## src/rtl/m4s_pkg.sv

```systemverilog
// Package: action codes, controller states, command/status structs, float constants.
`default_nettype none
package m4s_pkg;

  localparam int ELEMS = 16;
  localparam int DIM   = 4;

  localparam logic [31:0] FP_ONE  = 32'h3F80_0000;
  localparam logic [31:0] FP_QNAN = 32'hFFC0_0000;
  localparam logic [31:0] FP_QBIT = 32'h0040_0000;

  typedef enum logic [2:0] {
    ACT_NEW_ZERO  = 3'd0,
    ACT_NEW_IDENT = 3'd1,
    ACT_GET       = 3'd2,
    ACT_SET       = 3'd3,
    ACT_MUL       = 3'd4,
    ACT_EQUAL     = 3'd5,
    ACT_CLEAR     = 3'd6
  } act_e;

  typedef enum logic [3:0] {
    ST_IDLE,
    ST_DISPATCH,
    ST_FILL,
    ST_GET_RD,
    ST_MUL_RD,
    ST_MUL_MUL,
    ST_MUL_MWAIT,
    ST_MUL_ADD,
    ST_MUL_AWAIT,
    ST_MUL_WR,
    ST_EQ_RD,
    ST_EQ_CMP,
    ST_RESP
  } state_e;

  typedef enum logic [1:0] {
    RS_NONE,
    RS_HANDLE,
    RS_READ,
    RS_EQUAL
  } rsel_e;

  typedef enum logic [1:0] {
    WS_SET,
    WS_FILL,
    WS_PROD
  } wsel_e;

  typedef enum logic {
    FOP_MUL,
    FOP_ADD
  } fop_e;

  typedef struct packed {
    logic  capture;
    logic  idx_clr;
    logic  idx_inc;
    logic  k_inc;
    logic  mem_we;
    wsel_e wsel;
    logic  fpu_start;
    fop_e  fop;
    logic  cap_prod;
    logic  cap_sum;
    logic  sum_clr;
    logic  eq_set;
    logic  eq_step;
    logic  cnt_inc;
    logic  cnt_clr;
    logic  out_load;
    rsel_e rsel;
  } cmd_t;

  typedef struct packed {
    act_e act;
    logic a_ok;
    logic b_ok;
    logic rc_ok;
    logic full;
    logic idx_last;
    logic k_last;
    logic fpu_done;
    logic out_free;
  } sts_t;

  // Float equality: NaN never equal, +0 equals -0.
  function automatic logic fp_equal(input logic [31:0] x, input logic [31:0] y);
    logic nan_x;
    logic nan_y;
    nan_x = (x[30:23] == 8'hFF) && (x[22:0] != '0);
    nan_y = (y[30:23] == 8'hFF) && (y[22:0] != '0);
    return !nan_x && !nan_y && ((x == y) || ((x[30:0] == '0) && (y[30:0] == '0)));
  endfunction

endpackage
`default_nettype wire

```

## src/rtl/m4s_ctrl.sv

```systemverilog
// Controller: state machine sequencing allocation, access, multiply and compare.
`default_nettype none
module m4s_ctrl
  import m4s_pkg::*;
(
  input  wire logic clk_i,
  input  wire logic rst_ni,
  input  wire logic in_valid_i,
  output logic      in_ready_o,
  input  sts_t      sts_i,
  output cmd_t      cmd_o
);

  state_e state_q, state_d;
  rsel_e  rsel_q, rsel_d;

  always_ff @(posedge clk_i or negedge rst_ni) begin
    if (!rst_ni) begin
      state_q <= ST_IDLE;
      rsel_q  <= RS_NONE;
    end else begin
      state_q <= state_d;
      rsel_q  <= rsel_d;
    end
  end

  // next state
  always_comb begin
    state_d = state_q;
    rsel_d  = rsel_q;
    unique case (state_q)
      ST_IDLE: if (in_valid_i) state_d = ST_DISPATCH;
      ST_DISPATCH: begin
        rsel_d  = RS_NONE;
        state_d = ST_RESP;
        unique case (sts_i.act)
          ACT_NEW_ZERO, ACT_NEW_IDENT: if (!sts_i.full) begin
            state_d = ST_FILL;
            rsel_d  = RS_HANDLE;
          end
          ACT_GET: if (sts_i.a_ok && sts_i.rc_ok) begin
            state_d = ST_GET_RD;
            rsel_d  = RS_READ;
          end
          ACT_MUL: if (sts_i.a_ok && sts_i.b_ok && !sts_i.full) begin
            state_d = ST_MUL_RD;
            rsel_d  = RS_HANDLE;
          end
          ACT_EQUAL: if (sts_i.a_ok && sts_i.b_ok) begin
            state_d = ST_EQ_RD;
            rsel_d  = RS_EQUAL;
          end
          default: state_d = ST_RESP;
        endcase
      end
      ST_FILL:      if (sts_i.idx_last) state_d = ST_RESP;
      ST_GET_RD:    state_d = ST_RESP;
      ST_MUL_RD:    state_d = ST_MUL_MUL;
      ST_MUL_MUL:   state_d = ST_MUL_MWAIT;
      ST_MUL_MWAIT: if (sts_i.fpu_done) state_d = ST_MUL_ADD;
      ST_MUL_ADD:   state_d = ST_MUL_AWAIT;
      ST_MUL_AWAIT: if (sts_i.fpu_done) state_d = sts_i.k_last ? ST_MUL_WR : ST_MUL_RD;
      ST_MUL_WR:    state_d = sts_i.idx_last ? ST_RESP : ST_MUL_RD;
      ST_EQ_RD:     state_d = ST_EQ_CMP;
      ST_EQ_CMP:    state_d = sts_i.idx_last ? ST_RESP : ST_EQ_RD;
      ST_RESP:      if (sts_i.out_free) state_d = ST_IDLE;
      default:      state_d = ST_IDLE;
    endcase
  end

  // command outputs
  always_comb begin
    cmd_o      = '0;
    cmd_o.wsel = WS_SET;
    cmd_o.fop  = FOP_MUL;
    cmd_o.rsel = rsel_q;
    in_ready_o = 1'b0;
    unique case (state_q)
      ST_IDLE: begin
        in_ready_o    = 1'b1;
        cmd_o.capture = in_valid_i;
      end
      ST_DISPATCH: begin
        cmd_o.idx_clr = 1'b1;
        cmd_o.sum_clr = 1'b1;
        cmd_o.eq_set  = 1'b1;
        unique case (sts_i.act)
          ACT_SET:   cmd_o.mem_we  = sts_i.a_ok && sts_i.rc_ok;
          ACT_CLEAR: cmd_o.cnt_clr = 1'b1;
          default:   cmd_o.mem_we  = 1'b0;
        endcase
      end
      ST_FILL: begin
        cmd_o.mem_we  = 1'b1;
        cmd_o.wsel    = WS_FILL;
        cmd_o.idx_inc = 1'b1;
        cmd_o.cnt_inc = sts_i.idx_last;
      end
      ST_MUL_MUL: cmd_o.fpu_start = 1'b1;
      ST_MUL_MWAIT: cmd_o.cap_prod = sts_i.fpu_done;
      ST_MUL_ADD: begin
        cmd_o.fpu_start = 1'b1;
        cmd_o.fop       = FOP_ADD;
      end
      ST_MUL_AWAIT: begin
        cmd_o.cap_sum = sts_i.fpu_done;
        cmd_o.k_inc   = sts_i.fpu_done;
      end
      ST_MUL_WR: begin
        cmd_o.mem_we  = 1'b1;
        cmd_o.wsel    = WS_PROD;
        cmd_o.sum_clr = 1'b1;
        cmd_o.idx_inc = 1'b1;
        cmd_o.cnt_inc = sts_i.idx_last;
      end
      ST_EQ_CMP: begin
        cmd_o.eq_step = 1'b1;
        cmd_o.idx_inc = 1'b1;
      end
      ST_RESP: cmd_o.out_load = sts_i.out_free;
      default: cmd_o.capture = 1'b0;
    endcase
  end

endmodule
`default_nettype wire

```

## config.mk

```make
export PLATFORM = sky130hd
export DESIGN_NAME = m4s_ctrl
export DESIGN_NICKNAME = d
export VERILOG_FILES = /design/src/rtl/m4s_pkg.sv /design/src/rtl/m4s_ctrl.sv
export SDC_FILE = /design/constraint.sdc
export NUM_CORES = 1
export LEC_CHECK = 0
export BUFFER_PORTS_ARGS = -buffer_cell sky130_fd_sc_hd__buf_2
export CORE_MARGIN = 10
export CORE_UTILIZATION = 45
export CTS_CLUSTER_DIAMETER = 150
export DETAILED_ROUTE_END_ITERATION = 6
export PLACE_DENSITY = 0.74
export SYNTH_ARGS = -nofsm -noshare
export SYNTH_HDL_FRONTEND = slang
export SYNTH_SLANG_ARGS = --single-unit
```

## constraint.sdc

```tcl
create_clock -name clk_i -period 1.7 [get_ports clk_i]
set_input_delay 0.17 -clock clk_i [delete_from_list [all_inputs] [get_ports clk_i]]
set_output_delay 0.17 -clock clk_i [all_outputs]
set_load 0.01 [all_outputs]
```

==> results.yml <==
final_layout:
  final_cells: 154
  drive_gt1_share_pct: 40.6
  nets: 154
  syn2layout_area_growth_pct: 40.7
  multi_input_area_sq_um: 551
  fill_cells: 142
  design_area_sq_mm: 0.00102
  diodes: 0
  ff_latch_area_sq_um: 150
worst_setup_path:
  path_class: "reg -> out"
  end_kind: "output pin"
  crit_path_start_kind: "register"
  critPathRequiredTime_ps: 1530
  reg2reg_depth: 7
  arrival_ps: 1490
  timing.rr.start: "state_q[0]"
  reg2reg_setup_slack_ps: 140
  cp_max_fo: 3
  cp-startpoint: "state_q[1]"
synth:
  synth_top_family_by_area: "simple AND/OR/NAND/NOR gates"
  ys.flop_type: "dfrtp_1"
  synth.most_common_cell: "nor2_1"
  synth_cells: 101
  synth_xor_xnor_area_share_pct: 1.21
  synth_fp_nets: 115
  synthArstFlopShare_pct: 100
  yosys.area.top_type: "dfrtp_1"
  synth_area_leaders: "dfrtp_1, nor2_1, nand2_1"
  synth_mux_area_share_pct: 2.76
  ys_types: 41
  synthAdderAreaFrac_pct: 0
  syn-cell-area_sq_um: 726
  ys_seq_elements: 6
  syn_avg_cell_area_sq_um: 7.19
  synth_edf_count: 0
  synth_commonest_cells: "nor2_1, nand2_1, a21oi_1"
  synth-simple-area-share_pct: 37.9
  yosys_warnings: 0
  synth_top_area_share_pct: 20.7
  synth_compound_area_share_pct: 26.6
  synth-seq-area-share_pct: 20.7
timing:
  max_freq_mhz: 603
  slew-limit-headroom_pct: 73.4
  setup_viol: 0
  period_minus_slack_ps: 1660
  rsz0062_at_grt: "true"
  fin_skew_ps: 4.69
  tightest_slew_ps: 389
  post-route-period-util_pct: 97.6
  final_hold_viol_count: 0
  maxSlewViolCount: 0
clock_network:
  cts.sinks: 6
  insertion_delay_ps: 240
  clk_pin_slew_ps: 40
  cts_buffer_depth: 2
  numCtsBuffers: 3
  ctsRootBufferMaster: "clkbuf_4"
  h-tree-depth: 1
  cts_tree: "built"
global_route:
  grt_busiest_layer: "met2"
  use_met2_pct: 20.6
  grt_pass1_wl_mm: 3.68
  met1_usage_pct: 15.0
  grt_pass1_vias: 849
  grt_remaining_overflow: 0
  grt_antenna_before_repair: 0
  grt_usage_pct: 12.7
  gr-usage-met3_pct: 2.33
  grt_max_degree: 18
power_and_ir_drop:
  irDropWorstVdd_mv: 0.677
  pwr_density_cell_mw_per_mm2: 1570
  power_leakage_nw: 0.524
placement:
  io_buffers: 33
  dpl_cell_area_sq_um: 893
  dp_cells: 146
  gp_congestion: 0.850
  dpl.hpwl_mm: 1.70
route:
  ant_nets: 0
  dr_total_vias: 874
  drtIter0Drc: 21
  route.detailed.drc: 0
  drtPass1Iterations: 5
  drt-total-wl_mm: 2.23
  vias_per_cell: 5.68
  wl_per_cell_microns: 14.5
run_status:
  status: "completed"
floorplanning:
  core_sq_mm: 0.00152
  ios: 34
  die_area_sq_mm: 0.00362
  start_util_pct: 47.6
  rows: 14
  die_w_microns: 60.2
  die_h_microns: 60.2
worst_hold_path:
  hold_class: "in -> async"
flow_run:
  max_cap_viol_count: 0
==> cells in the final DEF, fill, tap and decap left out, types with 2 or more instances in the layout <==
| cell type | count |
|---|---|
| nand2_1 | 9 |
| nor2b_1 | 3 |
| dfrtp_1 | 6 |
| nand2b_1 | 4 |
| buf_4 | 7 |
| inv_1 | 3 |
| o21bai_1 | 2 |
| nor4_1 | 2 |
| buf_6 | 2 |
| a21oi_1 | 7 |
| mux2i_1 | 2 |
| and3_1 | 2 |
| clkbuf_4 | 3 |
| nand3_1 | 2 |
| o22ai_1 | 2 |
| o21a_1 | 3 |
| nor2_1 | 11 |
| buf_2 | 33 |
| o21ai_0 | 4 |
| nand2b_4 | 3 |
| and2_1 | 2 |
| nor3b_1 | 2 |
==> final cells by class <==
class	count	area share, %
multi-input combinational	81	53.9
timing repair buffer	43	24.5
sequential	6	14.7
inverter	5	2.70
clock buffer	3	2.21
tap	16	1.96
==> report_power, final <==
group	internal [mW]	total (mW)	switching [mW]
sequential	0.210	0.256	0.0460
combinational	0.558	1.21	0.655
clock	0.0797	0.129	0.0494
==> timing repair <==
item	4_1_cts	5_1_grt
pin swaps	2	2
buffers inserted	3	1
hold endpoints to repair	6	0
hold buffers	1	0
endpoints found under the setup margin	2	7
resized for setup	4	8
cloned	0	0
==> worst paths after layout <==
check | to
worst max-delay path | cmd_o[3]
worst min-delay path | state_q[2]
worst min register to register | rsel_q[1]
max in group asynchronous | rsel_q[1]
min in group clk_i | rsel_q[0]
worst max register to register | state_q[3]
==> flip-flops by register name (all words and copies together), names as in the netlist <==
name     cells
state_q      4
rsel_q       2
==> worst max-delay path, cell delays in order (launching register included) <==
cell      delay, ps
dfrtp_1         370
nand2b_4        140
or3_4           360
nor3_1          210
buf_2           170
==> logic make-up after synthesis <==
family / count (synthesis)
AOI/OAI and AO/OA: 28
xor gates and xnor gates: 1
buffers and inverters: 14
DFF: 6
muxes: 2
and+or+nand+nor: 50
==> through the flow <==
stage | hold WS (ps) | setup TNS, ps | setup slack (ps) | util, % | power [mW]
3_5_place_dp | -5.37 | 0 | 113 | 58.6 | 1.27
4_1_cts | 263 | -67.5 | -46.0 | 63.5 | 1.49
6_report | 269 | 0 | 40.8 | 67.0 | 1.60
2_1_floorplan | -126 | 0 | 82.2 | - | 0.989
3_3_place_gp | -7.05 | 0 | 136 | 58.6 | 1.25
5_1_grt | 290 | -31.0 | -26.4 | 67.0 | 1.75
==> per-layer routing <==
metal | vias to the layer above | share of wire [%]
li1 | 435 | -
met1 | 397 | 42
met2 | 37 | 48
met3 | 5 | 8.3
met4 | 0 | 2.1
met5 | - | 0
Power figures use the tool's default switching activity.
